[config.mk]
export PLATFORM = sky130hd
export DESIGN_NAME = zero_crossing_tone_estimator_core
export DESIGN_NICKNAME = d
export VERILOG_FILES = /design/src/hdl/zcte_pkg.sv /design/src/hdl/zcte_regs.sv /design/src/hdl/zcte_track.sv /design/src/hdl/zcte_div.sv /design/src/hdl/zero_crossing_tone_estimator_core.sv
export VERILOG_INCLUDE_DIRS = /design/src /design/src/hdl
export SDC_FILE = /design/constraint.sdc
export NUM_CORES = 1
export LEC_CHECK = 0
export ABC_AREA = 1
export BUFFER_PORTS_ARGS = -buffer_cell sky130_fd_sc_hd__buf_4
export CORE_MARGIN = 3
export CORE_UTILIZATION = 55
export DETAILED_ROUTE_END_ITERATION = 12
export PLACE_DENSITY = 0.89
export SLEW_MARGIN = 20
export SYNTH_ARGS = -nofsm -noshare
export SYNTH_HDL_FRONTEND = slang
export SYNTH_SLANG_ARGS = --single-unit
[constraint.sdc]
create_clock -name clk -period 6.2 [get_ports clk]
set_input_delay 1.55 -clock clk [delete_from_list [all_inputs] [get_ports clk]]
set_output_delay 1.55 -clock clk [all_outputs]
set_load 0.01 [all_outputs]
[src/hdl/zero_crossing_tone_estimator_core_macros.svh]
// Assertion macros shared by the estimator RTL.
`ifndef ZERO_CROSSING_TONE_ESTIMATOR_CORE_MACROS_SVH
`define ZERO_CROSSING_TONE_ESTIMATOR_CORE_MACROS_SVH

`ifndef ASSERT_OFF
`define ZCTE_ASSERT(lbl, clk, rst_n, prop, msg) \
  lbl: assert property (@(posedge clk) disable iff (!rst_n) (prop)) else $error(msg);
`define ZCTE_ASSERT_ALWAYS(lbl, clk, prop, msg) \
  lbl: assert property (@(posedge clk) (prop)) else $error(msg);
`else
`define ZCTE_ASSERT(lbl, clk, rst_n, prop, msg)
`define ZCTE_ASSERT_ALWAYS(lbl, clk, prop, msg)
`endif

`endif

[src/hdl/zcte_pkg.sv]
package zcte_pkg;

  localparam int TIMER_BITS_DEF = 16;
  localparam int SUM_BITS_DEF   = 24;

  localparam int SAMPLE_BITS = 16;
  localparam int COUNT_BITS  = 6;
  localparam int TONE_BITS   = 26;
  localparam int ITER_BITS   = $clog2(TONE_BITS + 1);
  localparam int CFG_ADDR_BITS = 3;
  localparam int CFG_DATA_BITS = 32;

  localparam logic [COUNT_BITS-1:0] COUNT_MAX  = '1;
  localparam logic [TONE_BITS-1:0]  TONE_SCALE = TONE_BITS'(600000);
  localparam logic [ITER_BITS-1:0]  ITER_LOAD  = ITER_BITS'(TONE_BITS);

  localparam logic                  DETECT_ENABLE_RST   = 1'b1;
  localparam logic [COUNT_BITS-1:0] CROSSING_TARGET_RST = COUNT_BITS'(30);

  typedef enum logic {
    REG_DETECT_ENABLE   = 1'b0,
    REG_CROSSING_TARGET = 1'b1
  } reg_index_t;

  typedef struct packed {
    logic                  detect_enable;
    logic [COUNT_BITS-1:0] crossing_target;
  } cfg_t;

  typedef enum logic [1:0] {
    ST_IDLE,
    ST_DIV,
    ST_HOLD
  } state_t;

endpackage

[src/hdl/zcte_regs.sv]
module zcte_regs
  import zcte_pkg::*;
(
  input  logic                     clk,
  input  logic                     rst_n,
  input  logic                     psel,
  input  logic                     penable,
  input  logic                     pwrite,
  input  logic [CFG_ADDR_BITS-1:0] paddr,
  input  logic [CFG_DATA_BITS-1:0] pwdata,
  output logic [CFG_DATA_BITS-1:0] prdata,
  output logic                     pready,
  output cfg_t                     cfg_o
);

  cfg_t       cfg_r;
  reg_index_t idx;
  logic       wr_en;

  assign idx    = reg_index_t'(paddr[2]);
  assign wr_en  = psel && penable && pwrite;
  assign pready = 1'b1;
  assign cfg_o  = cfg_r;

  always_ff @(posedge clk) begin
    if (!rst_n) begin
      cfg_r.detect_enable   <= DETECT_ENABLE_RST;
      cfg_r.crossing_target <= CROSSING_TARGET_RST;
    end else if (wr_en) begin
      case (idx)
        REG_DETECT_ENABLE:   cfg_r.detect_enable   <= pwdata[0];
        REG_CROSSING_TARGET: cfg_r.crossing_target <= pwdata[COUNT_BITS-1:0];
        default: ;
      endcase
    end
  end

  always_comb begin
    case (idx)
      REG_DETECT_ENABLE:   prdata = CFG_DATA_BITS'(cfg_r.detect_enable);
      REG_CROSSING_TARGET: prdata = CFG_DATA_BITS'(cfg_r.crossing_target);
      default:             prdata = '0;
    endcase
  end

endmodule

[src/hdl/zcte_track.sv]
module zcte_track
  import zcte_pkg::*;
#(
  parameter int TIMER_BITS = TIMER_BITS_DEF,
  parameter int SUM_BITS   = SUM_BITS_DEF
) (
  input  logic                   clk,
  input  logic                   rst_n,
  input  logic                   step_i,
  input  logic                   clear_i,
  input  logic [SAMPLE_BITS-1:0] sample_i,
  output logic [COUNT_BITS-1:0]  count_upd_o,
  output logic [SUM_BITS-1:0]    sum_upd_o
);

  localparam int ADD_BITS = ((SUM_BITS > TIMER_BITS) ? SUM_BITS : TIMER_BITS) + 1;

  logic [SAMPLE_BITS-1:0] prev_r;
  logic [TIMER_BITS-1:0]  timer_r, timer_nxt;
  logic [SUM_BITS-1:0]    sum_r;
  logic [COUNT_BITS-1:0]  count_r;

  logic                   prev_neg, prev_pos, cur_neg, cur_pos, crossing;
  logic [ADD_BITS-1:0]    add_w;

  assign prev_neg = prev_r[SAMPLE_BITS-1];
  assign prev_pos = !prev_r[SAMPLE_BITS-1] && (prev_r != '0);
  assign cur_neg  = sample_i[SAMPLE_BITS-1];
  assign cur_pos  = !sample_i[SAMPLE_BITS-1] && (sample_i != '0);
  assign crossing = (prev_neg && cur_pos) || (prev_pos && cur_neg);
  assign add_w    = ADD_BITS'(sum_r) + ADD_BITS'(timer_r);

  always_comb begin
    count_upd_o = count_r;
    sum_upd_o   = sum_r;
    timer_nxt   = timer_r;
    if (crossing) begin
      timer_nxt = '0;
      sum_upd_o = (add_w[ADD_BITS-1:SUM_BITS] != '0) ? '1 : add_w[SUM_BITS-1:0];
      if (count_r != COUNT_MAX) begin
        count_upd_o = count_r + COUNT_BITS'(1);
      end
    end else if (timer_r != '1) begin
      timer_nxt = timer_r + TIMER_BITS'(1);
    end
  end

  always_ff @(posedge clk) begin
    if (!rst_n) begin
      prev_r  <= '0;
      timer_r <= '0;
      sum_r   <= '0;
      count_r <= '0;
    end else if (step_i) begin
      prev_r  <= sample_i;
      timer_r <= timer_nxt;
      sum_r   <= clear_i ? '0 : sum_upd_o;
      count_r <= clear_i ? '0 : count_upd_o;
    end
  end

endmodule

[src/hdl/zcte_div.sv]
`include "zero_crossing_tone_estimator_core_macros.svh"

module zcte_div
  import zcte_pkg::*;
#(
  parameter int SUM_BITS = SUM_BITS_DEF
) (
  input  logic                  clk,
  input  logic                  rst_n,
  input  logic                  start_i,
  input  logic [COUNT_BITS-1:0] count_i,
  input  logic [SUM_BITS-1:0]   divisor_i,
  output logic                  busy_o,
  output logic                  done_o,
  output logic [TONE_BITS-1:0]  quotient_o
);

  logic                 busy_r, busy_nxt;
  logic [ITER_BITS-1:0] cnt_r, cnt_nxt;
  logic [SUM_BITS:0]    rem_r, rem_nxt;
  logic [TONE_BITS-1:0] quo_r, quo_nxt;
  logic [SUM_BITS-1:0]  div_r;

  logic [SUM_BITS:0]    rem_sh;
  logic                 ge;
  logic [TONE_BITS-1:0] prod;

  assign prod   = TONE_SCALE * TONE_BITS'(count_i);
  assign rem_sh = {rem_r[SUM_BITS-1:0], quo_r[TONE_BITS-1]};
  assign ge     = (rem_sh >= {1'b0, div_r});

  assign busy_o     = busy_r;
  assign done_o     = busy_r && (cnt_r == ITER_BITS'(1));
  assign quotient_o = quo_r;

  always_comb begin
    busy_nxt = busy_r;
    cnt_nxt  = cnt_r;
    rem_nxt  = rem_r;
    quo_nxt  = quo_r;
    if (start_i) begin
      busy_nxt = 1'b1;
      cnt_nxt  = ITER_LOAD;
      rem_nxt  = '0;
      quo_nxt  = prod;
    end else if (busy_r) begin
      rem_nxt  = ge ? (rem_sh - {1'b0, div_r}) : rem_sh;
      quo_nxt  = {quo_r[TONE_BITS-2:0], ge};
      cnt_nxt  = cnt_r - ITER_BITS'(1);
      busy_nxt = (cnt_r != ITER_BITS'(1));
    end
  end

  always_ff @(posedge clk) begin
    if (!rst_n) begin
      busy_r <= 1'b0;
      cnt_r  <= '0;
    end else begin
      busy_r <= busy_nxt;
      cnt_r  <= cnt_nxt;
    end
  end

  always_ff @(posedge clk) begin
    rem_r <= rem_nxt;
    quo_r <= quo_nxt;
    if (start_i) begin
      div_r <= divisor_i;
    end
  end

  `ZCTE_ASSERT(a_no_restart, clk, rst_n, !(start_i && busy_r), "divider restarted while busy")
  `ZCTE_ASSERT(a_done_ends, clk, rst_n, done_o |=> !busy_r, "divider busy after last step")
  `ZCTE_ASSERT(a_busy_cnt, clk, rst_n, busy_r |-> (cnt_r != '0), "divider busy with zero count")

endmodule

[src/hdl/zero_crossing_tone_estimator_core.sv]
// Channel  Handshake              Payload
// in       in_valid / in_stall    in_sample[15:0] signed, in_block_end
// out      out_valid / out_stall  out_tone_value[25:0], out_divide_by_zero
// cfg      psel/penable/pwrite    paddr[2:0], pwdata, prdata, pready
//
// An item that closes a block with enough crossings runs the restoring
// divider (one quotient bit per cycle), then the quotient loads the output
// register; a zero interval sum skips the divider. Other items do not raise
// in_stall.
// Reset is synchronous, active low; in_stall is high while a division or a
// pending result is in flight, and a result holds in the output register
// until out_stall drops.
`include "zero_crossing_tone_estimator_core_macros.svh"

module zero_crossing_tone_estimator_core
  import zcte_pkg::*;
#(
  parameter int TIMER_BITS = TIMER_BITS_DEF,
  parameter int SUM_BITS   = SUM_BITS_DEF
) (
  input  logic                     clk,
  input  logic                     rst_n,
  input  logic                     in_valid,
  output logic                     in_stall,
  input  logic signed [SAMPLE_BITS-1:0] in_sample,
  input  logic                     in_block_end,
  output logic                     out_valid,
  input  logic                     out_stall,
  output logic [TONE_BITS-1:0]     out_tone_value,
  output logic                     out_divide_by_zero,
  input  logic                     psel,
  input  logic                     penable,
  input  logic                     pwrite,
  input  logic [CFG_ADDR_BITS-1:0] paddr,
  input  logic [CFG_DATA_BITS-1:0] pwdata,
  output logic [CFG_DATA_BITS-1:0] prdata,
  output logic                     pready
);

  cfg_t                  cfg;
  state_t                state_r, state_nxt;
  logic                  fire, step, emit, sum_zero;
  logic [COUNT_BITS-1:0] count_upd;
  logic [SUM_BITS-1:0]   sum_upd;
  logic                  div_start, div_busy, div_done;
  logic [TONE_BITS-1:0]  quotient;
  logic                  dz_r, dz_nxt;
  logic                  load_out, out_free;
  logic                  out_valid_r;
  logic [TONE_BITS-1:0]  out_tone_value_r;
  logic                  out_divide_by_zero_r;

  zcte_regs u_regs (
    .clk     (clk),
    .rst_n   (rst_n),
    .psel    (psel),
    .penable (penable),
    .pwrite  (pwrite),
    .paddr   (paddr),
    .pwdata  (pwdata),
    .prdata  (prdata),
    .pready  (pready),
    .cfg_o   (cfg)
  );

  zcte_track #(
    .TIMER_BITS (TIMER_BITS),
    .SUM_BITS   (SUM_BITS)
  ) u_track (
    .clk         (clk),
    .rst_n       (rst_n),
    .step_i      (step),
    .clear_i     (emit),
    .sample_i    (in_sample),
    .count_upd_o (count_upd),
    .sum_upd_o   (sum_upd)
  );

  zcte_div #(
    .SUM_BITS (SUM_BITS)
  ) u_div (
    .clk        (clk),
    .rst_n      (rst_n),
    .start_i    (div_start),
    .count_i    (count_upd),
    .divisor_i  (sum_upd),
    .busy_o     (div_busy),
    .done_o     (div_done),
    .quotient_o (quotient)
  );

  assign in_stall  = (state_r != ST_IDLE);
  assign fire      = in_valid && !in_stall;
  assign step      = fire && cfg.detect_enable;
  assign emit      = step && in_block_end && (count_upd >= cfg.crossing_target);
  assign sum_zero  = (sum_upd == '0);
  assign div_start = emit && !sum_zero;
  assign out_free  = !out_valid_r || !out_stall;

  always_comb begin
    state_nxt = state_r;
    dz_nxt    = dz_r;
    load_out  = 1'b0;
    case (state_r)
      ST_IDLE: begin
        if (emit) begin
          dz_nxt    = sum_zero;
          state_nxt = sum_zero ? ST_HOLD : ST_DIV;
        end
      end
      ST_DIV: begin
        if (div_done) begin
          state_nxt = ST_HOLD;
        end
      end
      ST_HOLD: begin
        if (out_free) begin
          load_out  = 1'b1;
          state_nxt = ST_IDLE;
        end
      end
      default: state_nxt = ST_IDLE;
    endcase
  end

  always_ff @(posedge clk) begin
    if (!rst_n) begin
      state_r     <= ST_IDLE;
      dz_r        <= 1'b0;
      out_valid_r <= 1'b0;
    end else begin
      state_r <= state_nxt;
      dz_r    <= dz_nxt;
      if (load_out) begin
        out_valid_r <= 1'b1;
      end else if (!out_stall) begin
        out_valid_r <= 1'b0;
      end
    end
  end

  always_ff @(posedge clk) begin
    if (load_out) begin
      out_tone_value_r     <= dz_r ? '0 : quotient;
      out_divide_by_zero_r <= dz_r;
    end
  end

  assign out_valid          = out_valid_r;
  assign out_tone_value     = out_tone_value_r;
  assign out_divide_by_zero = out_divide_by_zero_r;

  `ZCTE_ASSERT(a_div_state, clk, rst_n, (state_r == ST_DIV) |-> div_busy, "DIV without divider")
  `ZCTE_ASSERT(a_out_src, clk, rst_n, $rose(out_valid_r) |-> $past(state_r == ST_HOLD), "stray item")
  `ZCTE_ASSERT(a_dz_zero, clk, rst_n, (out_valid_r && out_divide_by_zero_r) |-> (out_tone_value_r == '0), "dz item nonzero")
  `ZCTE_ASSERT(a_idle_div, clk, rst_n, (state_r == ST_IDLE) |-> !div_busy, "divider busy in IDLE")

endmodule

==> flow_summary_export.csv <==
group,metric,value,unit
yosys,synth_top_family_by_area,"simple AND/OR/NAND/NOR gates",
yosys,syn_area,12200,µm²
die,coreArea,21400,µm²
job,drv_cap,0,
yosys,yosys_most_used_dff,"dfxtp_1",
pwr,vdd_ir_drop_max,0.000211,V
pwr,leakage,0.00648,µW
clocking,clock_latency,0.45,ns
sta,hold_viol,0,
route,drc_errors,0,
yosys,syn_area_per_cell,7.34,µm²
route,ant_nets,0,
yosys,synth_fa_ha_area_share,10.9,%
setup_path,cp_slowest_cell,"fa_1",
die,dieArea,24000,µm²
yosys,synth-edff-count,71,
yosys,yosys-top-cells-area,"dfxtp_1 (18%), edfxtp_1 (18%), nand2_1 (12%)",
route,route.vias.total,10900,
grt,grt.total_usage,24.4,%
clocking,cts_tree,"yes",
clocking,cts.sinks,180,
setup_path,critical_path_class,"input port to register",
yosys,yosysTopAreaCellShare,17.9,%
yosys,ys_seq_area_share,35.4,%
die,dieWidth,155,µm
route,drtIter0Drc,835,
sta,slew_headroom,32.5,%
yosys,synth_cell_types,54,
setup_path,ff2ff_path_depth,25,
hold_path,hp-start,"u_track.prev_r[14]",
yosys,synth_top_area_cell,"dfxtp_1",
setup_path,end_kind,"register",
clocking,cts_inserted_buffers,17,
place,io_buffers,65,
yosys,synth_xor_area_share,2.88,%
setup_path,startpoint_type,"input port",
sta,rsz0062_at_grt,"false",
clocking,h-tree-depth,4,
clocking,ctsLongestPathBuffers,2,
sta,period_share,95.0,%
setup_path,crit_top_cell,"nand2_1",
setup_path,reg2reg_to,"u_div.quotient_o[24]",
finish,area_growth,10.7,%
setup_path,rrSetupSlack,1.00,ns
sta,max_slew.worst_pin.slew,1.01,ns
yosys,synth-seq-cells,180,
yosys,synth_compound_area_share,14.1,%
yosys,yosysMostFrequentCell,"nand2_1",
yosys,yosysWarnings,0,
hold_path,hold_depth,2,
sta,clock_skew,0.0159,ns
setup_path,r2r-start,"u_track.count_r[1]",
route,viasPerCell,5.43,
setup_path,worstPathRequired,6.40,ns
yosys,async_flop_share,0,%
die,ios,121,
sta,slew_viol_final,0,
yosys,yosys.area_share.simple,25.3,%
place,placed_cells,1980,
route,wl,29200,µm
grt,antenna_found_initial,0,
place,hpwl,21400,µm
outcome,status,"completed",
route,drt-pass1-iter-count,5,
yosys,synth_top_cells_by_count,"nand2_1 (393), inv_1 (239), nor2_1 (168)",
clocking,post_cts_buffers,0,
die,start_util,56.9,%
sta,post-route-min-period,5.89,ns
grt,grt_max_degree,56,
finish,layout.cells.non_filler,2012,
die,fp.dieH,155,µm
clocking,clk_pin_slew,0.08,ns
yosys,synth_mux_area_share,0.0822,%
grt,overflow,0,
setup_path,cp_max_fo,6,
sta,tns,0,ns
hold_path,holdPathEnd,"u_track.prev_r[14]",
finish,n_antenna_cell,0,
finish,nets,1881,
clocking,cts_root_buf,"clkbuf_16",
setup_path,crit_path_max_incr_delay,0.56,ns
pwr,power_density,286,nW/µm²
grt,grt_pass1_vias,10500,
route,wl_per_cell,14.5,µm
setup_path,worstPathArrival,6.09,ns
hold_path,hold_path.class,"register to register",
die,std_cell_rows,53,
sta,setup_violations,0,
yosys,postSynthCellCount,1660,
grt,grt_pass1_wl,48500,µm
sta,max_freq,0.170,GHz
finish,drive_above_1_share,11.6,%
place,gp_congestion,0.965,
==> how the worst max path moves through the flow <==
stage	start	slack, ns	endpoint
after CTS	in_sample[6]	0.05	u_div.quotient_o[22]
final	in_sample[6]	0.31	u_div.quotient_o[24]
after floorplan	in_sample[12]	0.04	u_div.quotient_o[22]
after global placement	in_sample[6]	0.03	u_div.quotient_o[22]
after global routing	in_sample[10]	0.03	u_div.quotient_o[24]
after detailed placement	in_sample[10]	-0.24	u_div.quotient_o[20]
==> cell type report <==
cell class,instances,area (µm²)
clock inverter,15,189
fill,1756,7930
multi-input combinational,1188,6610
clock buffer,17,425
tap,275,344
timing repair buffer,92,691
inverter,245,920
sequential,180,4310
==> worst max-delay path: cells and delay by family <==
family / cells / cell delay [ns]
fa+ha+maj: 4 / 1.80
compound gates: 6 / 1.14
simple gates: 9 / 0.85
buf+inv: 5 / 0.63
xor+xnor: 1 / 0.11
==> registers in the layout (all words and copies together), names as in the netlist, 6 cells and up <==
| register | count |
|---|---|
| out_tone_value | 26 |
| u_div.div_r | 24 |
| u_div.quotient_o | 26 |
| u_div.rem_r | 24 |
| u_regs.cfg_o | 7 |
| u_track.count_r | 6 |
| u_track.prev_r | 16 |
| u_track.sum_r | 24 |
| u_track.timer_r | 16 |
==> where the power goes <==
group	internal [µW]	total (µW)	leakage, µW	switching, µW
Combinational	494	1310	0.00466	811
Clock	581	1120	0.000296	540
Sequential	1340	1430	0.00153	89.3
Total	2420	3860	0.00648	1440
==> per-layer routing <==
metal | up-vias | GRT usage, % | wire [µm]
met5 | - | 0 | 0
met2 | 395 | 42.5 | 14300
met1 | 5042 | 30.9 | 12300
met3 | 64 | 4.28 | 1920
met4 | 0 | 7.86 | 583
li1 | 5433 | - | -
==> placed cells by master (no fill, tap or decap), types with 17 or more instances in the layout <==
cell,n
xnor2_1,22
edfxtp_1,71
a21oi_1,154
o21ai_0,87
ha_1,85
nor2_1,167
xor2_1,18
dfxtp_1,109
inv_1,238
clkbuf_16,17
nand3_1,62
buf_4,92
conb_1,27
nand2_1,393
==> repair_timing <==
item,4_1_cts,5_1_grt
hold buffers,0,0
endpoints found under the setup margin,2,4
hold endpoints to repair,0,0
resized for setup,1,5
==> logic make-up after synthesis <==
group                      count (synthesis)
and+or+nand+nor                          719
buffers and inverters                    317
DFF                                      180
adders and majority gates                 98
xor gates and xnor gates                  40
AOI/OAI and AO/OA                        303
other                                      2
muxes                                      1
==> metrics by stage <==
stage / hold slack [ns] / util (%) / setup slack (ns) / instance area, µm² / power (µW)
after floorplan: 0.406 / - / 0.0410 / 12300 / 2400
after global placement: 0.444 / 60.1 / 0.0255 / 12900 / 2640
after detailed placement: 0.454 / 60.1 / -0.235 / 12900 / 2700
after CTS: 0.467 / 63.0 / 0.0514 / 13500 / 3840
after global routing: 0.489 / 63.0 / 0.0311 / 13500 / 4080
final: 0.467 / 63.0 / 0.308 / 13500 / 3860
Note: power is estimated with default switching activity, not from simulation.
